==> config.mk <==
export PLATFORM = sky130hd
export DESIGN_NAME = charlieplex_display_scanner_core
export DESIGN_NICKNAME = d
export VERILOG_FILES = /design/src/design/csd_pkg.sv /design/src/design/csd_frame_store.sv /design/src/design/csd_out_stage.sv /design/src/design/charlieplex_display_scanner_core.sv
export SDC_FILE = /design/constraint.sdc
export NUM_CORES = 1
export LEC_CHECK = 0
export ABC_AREA = 1
export BUFFER_PORTS_ARGS = -buffer_cell sky130_fd_sc_hd__buf_2
export CAP_MARGIN = 20
export CORE_MARGIN = 2
export CORE_UTILIZATION = 40
export CTS_CLUSTER_DIAMETER = 50
export DETAILED_ROUTE_END_ITERATION = 8
export GPL_TIMING_DRIVEN = 0
export PLACE_DENSITY_LB_ADDON = 0.1
export SLEW_MARGIN = 10
export SYNTH_ARGS = -nofsm -noshare
export SYNTH_HDL_FRONTEND = slang
export SYNTH_SLANG_ARGS = --single-unit
==> constraint.sdc <==
create_clock -name clk -period 9.1 [get_ports clk]
set_input_delay 0.455 -clock clk [delete_from_list [all_inputs] [get_ports clk]]
set_output_delay 0.455 -clock clk [all_outputs]
set_load 0.05 [all_outputs]
==> src/design/csd_pkg.sv <==
// Shared types, constants and the LED wiring decode for the charlieplex display scanner.
// No dependencies; every other file of the block imports this package.
package csd_pkg;

    localparam int ROWS = 5;
    localparam int COLUMNS = 18;
    localparam int ROW_W = 3;
    localparam int COL_W = 5;
    localparam int ADDR_W = 4;

    localparam logic [ROW_W-1:0] LAST_ROW = ROW_W'(ROWS - 1);
    localparam logic [COL_W-1:0] LAST_COL = COL_W'(COLUMNS - 1);

    // Port D pattern shown while the scanned pixel is dark: only pin D1 driven high.
    localparam logic [6:0] DARK_PORTD = 7'h02;

    typedef enum logic [1:0] {
        CMD_TICK  = 2'd0,
        CMD_WRITE = 2'd1,
        CMD_SWAP  = 2'd2
    } cmd_t;

    typedef struct packed {
        logic [2:0] ddrb;
        logic [2:0] portb;
        logic [6:0] ddrd;
        logic [6:0] portd;
        logic       lit;
    } result_t;

    function automatic logic [7:0] bit_of(input logic [4:0] n);
        logic [7:0] one;
        one = 8'd1;
        return (n < 5'd8) ? (one << n[2:0]) : 8'd0;
    endfunction

    // Port patterns that light the LED at row r and wired column c.
    function automatic result_t led_wiring(input logic [2:0] r, input logic [4:0] c);
        logic [4:0] rr;
        logic [4:0] cc;
        logic [7:0] db;
        logic [7:0] pb;
        logic [7:0] dd;
        logic [7:0] pd;
        result_t    w;
        rr = {2'b00, r};
        cc = c;
        db = 8'd0;
        pb = 8'd0;
        dd = 8'd0;
        pd = 8'd0;
        case (c) inside
            [5'd6:5'd8]:
            begin
                dd = bit_of(rr);
                db = bit_of(c - 5'd6);
                pb = db;
            end
            [5'd9:5'd14]:
            begin
                if (c == 5'd14 && r == 3'd0)
                begin
                    cc = 5'd15;
                end
                dd = bit_of(cc - 5'd9);
                pd = dd;
                if (r <= 3'd1)
                begin
                    dd = dd | bit_of(rr + 5'd5);
                end
                else
                begin
                    db = bit_of(rr - 5'd2);
                end
            end
            5'd15:
            begin
                if (r <= 3'd1)
                begin
                    dd = bit_of(rr + 5'd5);
                    db = 8'd1;
                    pb = 8'd1;
                end
                else
                begin
                    dd = bit_of(5'd6);
                    pd = dd;
                    db = bit_of(rr - 5'd2);
                end
            end
            5'd16:
            begin
                if (r <= 3'd1)
                begin
                    dd = bit_of(rr + 5'd5);
                    db = 8'd2;
                    pb = 8'd2;
                end
                else if (r == 3'd2)
                begin
                    db = 8'd3;
                    pb = 8'd2;
                end
                else if (r == 3'd3)
                begin
                    db = 8'd3;
                    pb = 8'd1;
                end
                else
                begin
                    db = 8'd5;
                    pb = 8'd1;
                end
            end
            5'd17:
            begin
                if (r <= 3'd1)
                begin
                    dd = bit_of(rr + 5'd5);
                    db = 8'd4;
                    pb = 8'd4;
                end
                else if (r == 3'd2)
                begin
                    db = 8'd5;
                    pb = 8'd4;
                end
                else if (r == 3'd3)
                begin
                    db = 8'd6;
                    pb = 8'd4;
                end
                else
                begin
                    db = 8'd6;
                    pb = 8'd2;
                end
            end
            default:
            begin
                // Columns 0 to 5 skip the pin that the row itself drives.
                if (c >= rr)
                begin
                    cc = c + 5'd1;
                end
                dd = bit_of(cc) | bit_of(rr);
                pd = bit_of(cc);
            end
        endcase
        w.ddrb  = db[2:0];
        w.portb = pb[2:0];
        w.ddrd  = dd[6:0];
        w.portd = pd[6:0];
        w.lit   = 1'b1;
        return w;
    endfunction

endpackage

==> src/design/csd_frame_store.sv <==
// Double-buffered frame store: two banks of five 18-bit rows, cleared at reset.
// Depends on csd_pkg for the row and address widths.
module csd_frame_store
    import csd_pkg::*;
(
    input  logic                 clk,
    input  logic                 rst_n,
    input  logic                 wr_en,
    input  logic [ADDR_W-1:0]    wr_addr,
    input  logic [COLUMNS-1:0]   wr_data,
    input  logic [ADDR_W-1:0]    rd_addr,
    output logic [COLUMNS-1:0]   rd_data
);

    logic [COLUMNS-1:0] rows_reg [2*ROWS];

    always_ff @(posedge clk or negedge rst_n)
    begin
        if (!rst_n)
        begin
            for (int i = 0; i < 2*ROWS; i++)
            begin
                rows_reg[i] <= '0;
            end
        end
        else if (wr_en)
        begin
            rows_reg[wr_addr] <= wr_data;
        end
    end

    // Each read address is always below ten; the decode keeps it in range.
    assign rd_data = rows_reg[rd_addr];

endmodule

==> src/design/csd_out_stage.sv <==
// Output register with a one-word skid stage so the input side keeps moving
// while a result waits. Depends on csd_pkg for the result word type.
module csd_out_stage
    import csd_pkg::*;
(
    input  logic    clk,
    input  logic    rst_n,
    input  logic    push,
    input  result_t push_data,
    output logic    push_ready,
    output logic    out_valid,
    input  logic    out_ready,
    output result_t out_data
);

    logic    out_valid_reg;
    logic    skid_valid_reg;
    result_t out_data_reg;
    result_t skid_data_reg;
    logic    pop;

    assign pop        = out_valid_reg && out_ready;
    assign push_ready = !skid_valid_reg;
    assign out_valid  = out_valid_reg;
    assign out_data   = out_data_reg;

    always_ff @(posedge clk or negedge rst_n)
    begin
        if (!rst_n)
        begin
            out_valid_reg  <= 1'b0;
            skid_valid_reg <= 1'b0;
        end
        else if (skid_valid_reg)
        begin
            // No push can arrive while the skid word is held.
            if (pop)
            begin
                skid_valid_reg <= 1'b0;
            end
        end
        else if (push && out_valid_reg && !pop)
        begin
            skid_valid_reg <= 1'b1;
        end
        else if (push)
        begin
            out_valid_reg <= 1'b1;
        end
        else if (pop)
        begin
            out_valid_reg <= 1'b0;
        end
    end

    always_ff @(posedge clk)
    begin
        if (skid_valid_reg)
        begin
            if (pop)
            begin
                out_data_reg <= skid_data_reg;
            end
        end
        else if (push && out_valid_reg && !pop)
        begin
            skid_data_reg <= push_data;
        end
        else if (push)
        begin
            out_data_reg <= push_data;
        end
    end

endmodule

==> src/design/charlieplex_display_scanner_core.sv <==
// Top level of the charlieplex display scanner: command decode, scan position,
// pixel lookup and port pattern decode. Depends on csd_pkg, csd_frame_store, csd_out_stage.
//
// The block drives a charlieplexed 5 by 18 LED matrix from a double-buffered frame.
// Each input word carries a command. A write command stores row_bits into row
// row_index of the back buffer (row indexes of 5 or more are ignored); a swap command
// exchanges the front and back buffers; neither produces an output word. A scan tick
// looks up the front-buffer pixel at the current row and column and produces exactly
// one output word: the port B and port D direction and level bits that light that LED
// through the fixed wiring (the column is mirrored, so frame column y lights wired
// column 17 - y), or the dark pattern (only pin D1 driven high) when the pixel is clear.
// Row and column then step together, wrapping at 5 and 18. Command code 3 is ignored.
// The lookup and wiring decode sit combinationally between the state and frame registers
// and the output register, so one word is accepted on every clock while in_ready is high.
// A one-word skid stage behind the output register lets the block take one more word
// while a result waits; in_ready drops only when both output slots are full. The frame
// store is cleared by reset itself, so the block is ready right after reset.
module charlieplex_display_scanner_core
    import csd_pkg::*;
(
    input  logic         clk,
    input  logic         rst_n,
    input  logic         in_valid,
    output logic         in_ready,
    input  logic [1:0]   cmd,
    input  logic [2:0]   row_index,
    input  logic [17:0]  row_bits,
    output logic         out_valid,
    input  logic         out_ready,
    output logic [2:0]   ddrb_bits,
    output logic [2:0]   portb_bits,
    output logic [6:0]   ddrd_bits,
    output logic [6:0]   portd_bits,
    output logic         led_lit
);

    logic [ROW_W-1:0]   scan_row_reg;
    logic [ROW_W-1:0]   scan_row_next;
    logic [COL_W-1:0]   scan_col_reg;
    logic [COL_W-1:0]   scan_col_next;
    logic               front_sel_reg;
    logic               front_sel_next;

    logic               accept;
    logic               is_tick;
    logic               is_write;
    logic               is_swap;
    logic               wr_en;
    logic [ADDR_W-1:0]  wr_addr;
    logic [ADDR_W-1:0]  rd_addr;
    logic [COLUMNS-1:0] front_row;
    logic               pixel;
    logic [COL_W-1:0]   wired_col;
    result_t            result;
    result_t            out_word;
    logic               push_ready;

    assign accept   = in_valid && in_ready;
    assign is_tick  = (cmd == CMD_TICK);
    assign is_write = (cmd == CMD_WRITE);
    assign is_swap  = (cmd == CMD_SWAP);

    // Bank 0 holds rows 0 to 4 and bank 1 rows 5 to 9; writes go to the bank not shown.
    assign wr_en   = accept && is_write && (row_index <= LAST_ROW);
    assign wr_addr = front_sel_reg ? {1'b0, row_index} : ({1'b0, row_index} + ADDR_W'(ROWS));
    assign rd_addr = front_sel_reg ? ({1'b0, scan_row_reg} + ADDR_W'(ROWS)) : {1'b0, scan_row_reg};

    csd_frame_store u_frame_store (
        .clk     (clk),
        .rst_n   (rst_n),
        .wr_en   (wr_en),
        .wr_addr (wr_addr),
        .wr_data (row_bits),
        .rd_addr (rd_addr),
        .rd_data (front_row)
    );

    // Pixel test and wiring decode for the LED under the scan position.
    assign pixel     = front_row[scan_col_reg];
    assign wired_col = LAST_COL - scan_col_reg;

    always_comb
    begin
        if (pixel)
        begin
            result = led_wiring(scan_row_reg, wired_col);
        end
        else
        begin
            result.ddrb  = 3'd0;
            result.portb = 3'd0;
            result.ddrd  = DARK_PORTD;
            result.portd = DARK_PORTD;
            result.lit   = 1'b0;
        end
    end

    // Scan position and buffer select advance only on accepted words.
    always_comb
    begin
        scan_row_next  = scan_row_reg;
        scan_col_next  = scan_col_reg;
        front_sel_next = front_sel_reg;
        if (accept && is_tick)
        begin
            scan_row_next = (scan_row_reg == LAST_ROW) ? '0 : scan_row_reg + ROW_W'(1);
            scan_col_next = (scan_col_reg == LAST_COL) ? '0 : scan_col_reg + COL_W'(1);
        end
        if (accept && is_swap)
        begin
            front_sel_next = !front_sel_reg;
        end
    end

    always_ff @(posedge clk or negedge rst_n)
    begin
        if (!rst_n)
        begin
            scan_row_reg  <= '0;
            scan_col_reg  <= '0;
            front_sel_reg <= 1'b0;
        end
        else
        begin
            scan_row_reg  <= scan_row_next;
            scan_col_reg  <= scan_col_next;
            front_sel_reg <= front_sel_next;
        end
    end

    assign in_ready = push_ready;

    csd_out_stage u_out_stage (
        .clk        (clk),
        .rst_n      (rst_n),
        .push       (accept && is_tick),
        .push_data  (result),
        .push_ready (push_ready),
        .out_valid  (out_valid),
        .out_ready  (out_ready),
        .out_data   (out_word)
    );

    assign ddrb_bits  = out_word.ddrb;
    assign portb_bits = out_word.portb;
    assign ddrd_bits  = out_word.ddrd;
    assign portd_bits = out_word.portd;
    assign led_lit    = out_word.lit;

endmodule

==> results of run 1 <==
[worst max-delay path by stage]
stage | start | to | slack (ps) | cells past startpoint
5_1_grt | scan_col_reg[1]$_DFFE_PN0P_ | u_out_stage.out_data[3]$_DFFE_PP_ | 4560 | 16
3_3_place_gp | rst_n | u_frame_store.rows_reg[27]$_DFFE_PN0P_ | 4190 | 1
6_report | scan_col_reg[1]$_DFFE_PN0P_ | u_out_stage.skid_data_reg[3]$_DFFE_PP_ | 4910 | 15
4_1_cts | scan_col_reg[1]$_DFFE_PN0P_ | u_out_stage.skid_data_reg[3]$_DFFE_PP_ | 4880 | 15
2_1_floorplan | scan_col_reg[1]$_DFFE_PN0P_ | u_out_stage.out_data[11]$_DFFE_PP_ | 5980 | 17
3_5_place_dp | scan_col_reg[1]$_DFFE_PN0P_ | u_out_stage.skid_data_reg[3]$_DFFE_PP_ | 4890 | 15
[routing by layer]
metal / vias up / GRT usage, % / share of wire, %
li1: 5615 / - / -
met4: 0 / 9.032 / 3.5
met3: 60 / 2.854 / 4.9
met1: 5522 / 35.15 / 45
met5: - / 0 / 0
met2: 317 / 42.73 / 47
[area by class of cell]
class | count | area share [%]
flip-flops and latches | 233 | 41.40
multi-input cells | 1177 | 37.37
clock buffers | 43 | 6.329
inverters | 202 | 5.197
well taps | 402 | 3.447
plain buffers | 81 | 3.079
repair buffers | 53 | 2.213
clock inverters | 15 | 0.9605
[worst max-delay path: cells and delay by family (launching register included)]
kind | cells | cell delay, ps
adder cells (fa/ha/maj) | 2 | 920
buffers and inverters | 6 | 1440
flip-flops | 1 | 460
AND/OR/NAND/NOR | 7 | 1100
[stage by stage]
| step | area (um2) | hold slack [ps] | utilization [%] | std cells | setup slack, ps |
|---|---|---|---|---|---|
| after CTS | 14590 | 190.6 | 46.48 | 2206 | 4881 |
| after detailed placement | 13520 | 468.1 | 43.06 | 2147 | 4891 |
| final | 14590 | 207.2 | 46.48 | 2206 | 4909 |
| after global placement | 13440 | 460.8 | 42.83 | 2144 | 4192 |
| after floorplan | 12700 | 159.4 | - | 1693 | 5983 |
| after global routing | 14590 | 222.0 | 46.48 | 2206 | 4556 |
[cell usage after synthesis (12+ instances only)]
library cell,count,area [um2]
nand2_1,573,2151
o21ai_0,213,1066
inv_1,195,732.0
dfrtp_1,191,4780
nand3_1,162,810.8
nor2_1,80,300.3
edfxtp_1,42,1261
clkbuf_1,40,150.1
ha_1,27,337.8
a21oi_1,23,115.1
o21ai_1,19,95.09
buf_2,17,85.08
nor3_1,14,70.07
nand4_1,12,75.07
[power by group]
group          total, uW  internal [uW]  switching [uW]
clock               1240            745             498
sequential          1060           1060               0
combinational       43.4           7.51            35.9
total               2350           1810             533
[kinds of logic (layout without fill, tap and decap cells)]
kind of cell / count (synthesis) / in the layout / share of synthesized area, %
adders and majority gates: 27 / 27 / 2.661
buffers and inverters: 283 / 394 / 9.510
DFF: 233 / 233 / 47.58
xor gates and xnor gates: 6 / 6 / 0.4139
and+or+nand+nor: 865 / 865 / 28.38
AOI/OAI and AO/OA: 279 / 279 / 11.45
==> impl_metrics.yaml, run 1 <==
yosys:
  netlist_area_mm2: 0.01270
  ys_types: 42
  synth-warning-count: 0
  ys_ff_latch: 233
  syn_inst: 1693
  syn_avg_cell_area_um2: 7.499
  yosysSeqAreaShare_pct: 47.58
  synth_edf_count: 42
  synth_ff_type: "dfrtp_1"
  synthesis.nets: 1747
  synthArstFlopShare_pct: 81.97
setup_path:
  slowest_delay_ps: 610
  cp.arrival_ps: 4510
  crit_path_start_kind: "register"
  critical_path_class: "register to register"
  slowest_stage: "ha_1"
  cpMostUsedCell: "inv_1"
  endpoint_kind: "register"
  crit_path_cell_trace: "buf_2 > clkinv_1 > ha_1 > inv_1 > nor3_1 > ha_1 > inv_1 > nand2_1 > nor2_4 > inv_1 > nand2_1 > nand2_1 > inv_1 > and3_1 > and2_1"
  r2r-end: "u_out_stage.skid_data_reg[3]$_DFFE_PP_"
  r2r-start: "scan_col_reg[1]$_DFFE_PN0P_"
  required_ps: 9420
  crit_fanout: 13
  reg2reg_slack_ps: 4910
  reg2reg_depth: 15
timing:
  fin_skew_ps: 17.98
  period_share_pct: 46.05
  setup_violations: 0
  finalMaxSlewViolations: 0
  hold_viol: 0
  min_period_ps: 4191
  fin_setup_tns_ps: 0
  slew_headroom_pct: 41.65
  fmax_mhz: 238.6
  rsz0062_at_grt: "no"
  worst_pin_slew_ps: 875.2
power:
  ir_drop_mv: 0.1521
  power_leakage_uw: 0.007089
  power_uw: 2345
  p_per_area_mw_per_mm2: 160.7
floorplanning:
  initial_utilization_pct: 40.44
  core-area_mm2: 0.03139
  io_pins: 50
  dieArea_mm2: 0.03318
  die_h_um: 182.2
  die_w_um: 182.2
  rows: 65
status:
  outcome: "finished clean"
cells_and_area:
  diodes: 0
  layout_common_cells: "nand2_1, o21ai_0, inv_1"
  nets: 1833
  seq_area_mm2: 0.006041
  largest_reg_flops: 180
  final_common_cell: "nand2_1"
  drive_gt1_share_pct: 9.202
  multiInputGateArea_mm2: 0.005453
  syn_to_final_growth_pct: 14.92
  fillerInstances: 3246
placed_design:
  numPortBuffers: 49
  hpwlAfterDp_um: 30390
  place.gp.congestion: 0.8746
clocking:
  clk_latency_ps: 570
  cts_resized: 0
  clk_pin_slew_worst_paths_ps: 60
  post_cts_buffers: 0
  htree_levels: 1
  cts_buffers: 31
  cts_root_buf: "clkbuf_16"
  cts_hold_buf: 1
  numClockSinks: 233
  cts_max_path_buffers: 3
  cts_tree: "built"
route:
  wl_per_cell_um: 19.10
  vias: 11514
  antenna_left: 0
  drc: 0
  wl_um: 42130
  drtIter0Drc: 1076
  viasPerCell: 5.219
  dr.pass1.iters: 5
worst_hold_path:
  min_from: "out_ready"
  hp-class: "primary input to register"
  whs_path_depth: 4
  min_to: "u_out_stage.skid_valid_reg$_DFF_PN0_"
grt:
  overflow: 0
  grt.total_usage_pct: 25.77
  grt_pass1_vias: 11180
  grt_first_pass_wirelength_um: 65690
  grt_max_degree: 104
  antenna_found_initial: 0
job:
  cap_viol_max_count: 0
Note: power is estimated with default switching activity, not from simulation.
==> run 2: changes to the inputs <==
Clock period 9.1 ns to 3.8 ns, I/O delays scaled along.
==> run 2 against run 1 <==
  * Clock power grew 140%
  * Final cell count is essentially flat
  * Core utilization grew 0.10 points
  * Worst setup slack lost 4700 ps
  * Wire length is essentially flat
  * Final area grew 0.22%
  * Sequential cell count is the same
  * Global-route usage is essentially flat
==> impl_metrics.yaml, run 2 (synthesis gave the netlist of run 1 again) <==
status:
  outcome: "finished clean"
grt:
  grt_max_degree: 104
  antenna_found_initial: 0
  grt_first_pass_wirelength_um: 65700
  grt_pass1_vias: 11175
  overflow: 0
  grt.total_usage_pct: 25.76
setup_path:
  crit_fanout: 10
  cpMostUsedCell: "nand2_1"
  cp_num_buf_inv: 4
  slowest_stage: "dfrtp_1"
  endpoint_kind: "register"
  crit_family: "compound AO/OA/AOI/OAI gates"
  crit_path_start_kind: "register"
  crit_path_cell_trace: "inv_1 > ha_1 > inv_1 > nand2_1 > o21ai_2 > buf_2 > o21ai_1 > o22ai_1 > nand2_1 > o211ai_1 > nand3_1 > a21o_1 > nand2_4 > buf_6 > nand3_1 > nand2_1"
  critical_path_class: "register to register"
  cp.arrival_ps: 4010
  required_ps: 4220
  slowest_delay_ps: 510
cells_and_area:
  utilization_pct: 46.58
  seq_area_mm2: 0.006041
  fin_area_mm2: 0.01462
  largest_reg_flops: 180
  syn_to_final_growth_pct: 15.18
  drive_gt1_share_pct: 9.307
  nets: 1834
  layout_common_cells: "nand2_1, o21ai_0, inv_1"
  diodes: 0
  final_common_cell: "nand2_1"
  multiInputGateArea_mm2: 0.005455
  fillerInstances: 3243
route:
  wl_per_cell_um: 19.08
  drtIter0Drc: 985
  wl_um: 42110
  dr.pass1.iters: 5
  vias: 11480
  drc: 0
  viasPerCell: 5.202
  antenna_left: 0
clocking:
  htree_levels: 1
  cts_buffers: 31
  cts_tree: "built"
  post_cts_buffers: 0
  clk_latency_ps: 570
  numClockSinks: 233
  cts_root_buf: "clkbuf_16"
  cts_max_path_buffers: 3
  clk_pin_slew_worst_paths_ps: 60
placed_design:
  hpwlAfterDp_um: 30390
  place.gp.congestion: 0.8746
  numPortBuffers: 49
  dpl_worst_slack_ps: -409.1
  place_area_mm2: 0.01352
power:
  power_leakage_uw: 0.007102
  ir_drop_mv: 0.3644
  power_uw: 5614
  p_per_area_mw_per_mm2: 383.9
floorplanning:
  core-area_mm2: 0.03139
  die_w_um: 182.2
  dieArea_mm2: 0.03318
  rows: 65
  initial_utilization_pct: 40.44
  die_h_um: 182.2
  io_pins: 50
timing:
  worst_pin_slew_ps: 761.6
  worst_slack_ps: 215.4
  fmax_mhz: 279.0
  hold_viol: 0
  setup_violations: 0
  period_share_pct: 94.33
  worst_hold_slack_ps: 20.55
  slew_headroom_pct: 49.23
  rsz0062_at_grt: "no"
  fin_skew_ps: 17.37
  min_period_ps: 3585
  finalMaxSlewViolations: 0
worst_hold_path:
  hp-class: "primary input to register"
job:
  cap_viol_max_count: 0
## run 2: stage by stage
stage / TNS, ps / std cells
5_1_grt: 0 / 2207
2_1_floorplan: 0 / 1693
3_3_place_gp: -183440 / 2144
6_report: 0 / 2207
4_1_cts: 0 / 2207
3_5_place_dp: -8459 / 2147
## run 2: layer usage
| layer | GRT usage, % | up-vias | part of all wire [%] |
|---|---|---|---|
| met3 | 2.774 | 68 | 5.6 |
| li1 | - | 5610 | - |
| met1 | 35.15 | 5461 | 44 |
| met5 | 0 | - | 0 |
| met4 | 9.032 | 0 | 3.5 |
| met2 | 42.76 | 341 | 47 |
## run 2: what timing repair did
| action | CTS | global route |
|---|---|---|
| endpoints found under the setup margin | 36 | 29 |
| gates cloned | 0 | 0 |
| hold endpoints to repair | 91 | 0 |
| resized for setup | 2 | 6 |
| hold buffers | 3 | 0 |
## run 2: worst paths after layout
path	end	slack, ps	cells after the start	from
max	u_out_stage.out_data[20]$_DFFE_PP_	220	16	scan_row_reg[1]$_DFFE_PN0P_
min	scan_col_reg[2]$_DFFE_PN0P_	20	4	cmd[1]
max reg2reg	u_out_stage.out_data[20]$_DFFE_PP_	220	16	scan_row_reg[1]$_DFFE_PN0P_
min reg2reg	u_frame_store.rows_reg[154]$_DFFE_PN0P_	480	2	u_frame_store.rows_reg[154]$_DFFE_PN0P_
max in group asynchronous	u_frame_store.rows_reg[173]$_DFFE_PN0P_	2560	3	rst_n
min in group asynchronous	u_frame_store.rows_reg[146]$_DFFE_PN0P_	240	2	rst_n
## run 2: final cells by class
cell class | instances | share of cell area [%]
clock inverters | 15 | 0.9583
repair buffers | 55 | 2.344
clock buffers | 43 | 6.315
multi-input cells | 1177 | 37.31
well taps | 402 | 3.440
plain buffers | 80 | 3.106
inverters | 202 | 5.219
flip-flops and latches | 233 | 41.31
## run 2: worst register-to-register path: stages (launching register included)
cell and delay [ps]:
dfrtp_1 510, inv_1 230, ha_1 330, inv_1 70, nand2_1 100, o21ai_2 260, buf_2 420, o21ai_1 110
o22ai_1 250, nand2_1 110, o211ai_1 120, nand3_1 110, a21o_1 260, nand2_4 180, buf_6 170, nand3_1 80
nand2_1 120
## run 2: report_power, final
| part | total (uW) | leakage, uW | switching (uW) | internal, uW |
|---|---|---|---|---|
| logic | 105 | 0.00349 | 85.5 | 19.3 |
| clock network | 2970 | 0.000523 | 1190 | 1780 |
| registers | 2540 | 0.00309 | 0 | 2540 |
| total | 5610 | 0.00710 | 1270 | 4340 |
==> run 3: changes to the inputs <==
Settings changed: CORE_UTILIZATION 40 to 54, SLEW_MARGIN 10 to default.
==> run 3 against run 2 <==
  * Worst setup slack worse by 27 ps
  * Register-to-register slack worse by 30 ps
  * Sequential power hardly changed
  * Die area is 25% lower
  * Clock-buffer cell count is 8 lower
  * Critical path depth is 2 lower
  * Maximum frequency is 0.76% lower
  * Clock skew is 2.5 ps lower
  * Non-clock buffer count is 1 higher
  * Clock power hardly changed
  * Via count is 3.4% higher
  * Total power is 0.18% higher
  * Highest routed layer unchanged
==> impl_metrics.yaml, run 3 (synthesis gave the netlist of run 1 again) <==
floorplanning:
  io_pins: 50
  rows: 56
  initial_utilization_pct: 54.58
  die_w_um: 157.3
  core-area_mm2: 0.02326
  die_h_um: 157.3
  dieArea_mm2: 0.02475
route:
  vias: 11873
  antenna_left: 0
  wl_um: 40330
  drtIter0Drc: 1060
  viasPerCell: 5.611
  drc: 0
  wl_per_cell_um: 19.06
  dr.pass1.iters: 5
timing:
  rsz0062_at_grt: "no"
  worst_pin_slew_ps: 866.5
  setup_violations: 0
  slew_headroom_pct: 42.17
  finalMaxSlewViolations: 0
  period_share_pct: 95.05
  min_period_ps: 3612
  fin_skew_ps: 14.85
  hold_viol: 0
  fin_setup_tns_ps: 0
  fmax_mhz: 276.9
setup_path:
  r2r-end: "u_out_stage.skid_data_reg[3]$_DFFE_PP_"
  required_ps: 4110
  reg2reg_slack_ps: 190
  startpoint: "scan_col_reg[0]$_DFFE_PN0P_"
  crit_fanout: 14
  crit_path_start_kind: "register"
  r2r-start: "scan_col_reg[0]$_DFFE_PN0P_"
  crit_end: "u_out_stage.skid_data_reg[3]$_DFFE_PP_"
  endpoint_kind: "register"
  reg2reg_depth: 14
  cp.arrival_ps: 3920
  critical_path_class: "register to register"
grt:
  overflow: 0
  grt.total_usage_pct: 33.45
  grt_max_degree: 103
  antenna_found_initial: 0
  grt_pass1_vias: 11087
  grt_first_pass_wirelength_um: 62820
power:
  p_per_area_mw_per_mm2: 388.0
  p_clk_share_pct: 53.1
  ir_drop_mv: 0.4010
  power_leakage_uw: 0.007077
  swShare_pct: 21.14
  pwr-share-comb_pct: 1.8
  internal-power_uw: 4435
  pwr-share-seq_pct: 45.1
  p_sw_uw: 1189
placed_design:
  hpwlAfterDp_um: 28160
  numPortBuffers: 49
  dp_cells: 2064
  place.gp.congestion: 0.9320
status:
  outcome: "finished clean"
clocking:
  cts_root_buf: "clkbuf_16"
  cts_buffers: 29
  numClockSinks: 233
  clk_pin_slew_worst_paths_ps: 60
  cts_tree: "built"
  htree_levels: 1
  cts_max_path_buffers: 3
  post_cts_buffers: 0
  clk_latency_ps: 560
cells_and_area:
  nets: 1833
  drive_gt1_share_pct: 8.792
  final_common_cell: "nand2_1"
  final_cells: 2116
  multiInputGateArea_mm2: 0.005463
  diodes: 0
  syn_to_final_growth_pct: 14.19
  fillerInstances: 2151
  largest_reg_flops: 180
  seq_area_mm2: 0.006041
  layout_common_cells: "nand2_1, o21ai_0, inv_1"
job:
  cap_viol_max_count: 0
worst_hold_path:
  hp-class: "primary input to register"
-- run 3: what timing repair did --
action / 4_1_cts / 5_1_grt
hold endpoints to repair: 92 / 0
endpoints found under the setup margin: 36 / 26
hold buffers: 4 / 0
resized for setup: 4 / 6
-- run 3: how the worst min path moves through the flow --
| stage | slack (ps) | depth (start not counted) | start | to |
|---|---|---|---|---|
| floorplan | -110 | 0 | rst_n | front_sel_reg$_DFFE_PN0P_ |
| global placement | 460 | 2 | u_frame_store.rows_reg[67]$_DFFE_PN0P_ | u_frame_store.rows_reg[67]$_DFFE_PN0P_ |
| detailed placement | 240 | 1 | rst_n | u_frame_store.rows_reg[84]$_DFFE_PN0P_ |
| CTS | 20 | 3 | row_bits[16] | u_frame_store.rows_reg[88]$_DFFE_PN0P_ |
| global route | 60 | 3 | row_bits[17] | u_frame_store.rows_reg[17]$_DFFE_PN0P_ |
| finish | 30 | 3 | row_bits[16] | u_frame_store.rows_reg[88]$_DFFE_PN0P_ |
-- run 3: area by class of cell --
type                            instances  area share [%]
Sequential cell                       233           41.67
Multi-Input combinational cell       1177           37.68
Inverter                              202           5.265
Clock buffer                           35           5.161
Buffer                                 80           3.150
Tap cell                              319           2.753
Timing Repair Buffer                   56           2.434
Clock inverter                         14           1.890
-- run 3: stage by stage --
step                      setup WS, ps  util [%]  power, uW  hold slack [ps]  cell area (um2)
after floorplan                  683.1         -       2606           -105.6            12700
after global placement          -686.4     57.35       2677            458.0            13340
after detailed placement        -496.5     57.66       2682            238.2            13410
after CTS                        109.1     62.26       5641            22.87            14480
after global routing             6.561     62.32       5755            56.12            14500
final                            188.1     62.32       5624            31.50            14500
-- run 3: worst max-delay path, stage by stage (launching register included) --
cell	delay (ps)
dfrtp_1	490
inv_1	690
ha_1	330
inv_1	70
nor3_1	180
ha_2	290
inv_1	110
nand2_1	180
nor2_4	80
inv_1	220
nand2_1	140
nand2_1	110
inv_1	60
and3_1	230
and2_1	180
-- run 3: power groups by stage --
stage | clock network [uW] | registers, uW | logic [uW]
5_1_grt | 3100 | 2540 | 116
2_1_floorplan | 0 | 2580 | 22.5
6_report | 2990 | 2540 | 101
4_1_cts | 3000 | 2540 | 103
3_3_place_gp | 0 | 2580 | 93.8
3_5_place_dp | 0 | 2580 | 99.0
-- run 3: per-layer routing --
| metal | part of all wire [%] | track usage, % | wire (um) |
|---|---|---|---|
| met1 | 40 | 43.02 | 16170 |
| met2 | 47 | 55.46 | 19070 |
| met3 | 7.7 | 5.479 | 3089 |
| met4 | 5.0 | 15.58 | 2001 |
| met5 | 0 | 0 | 0 |
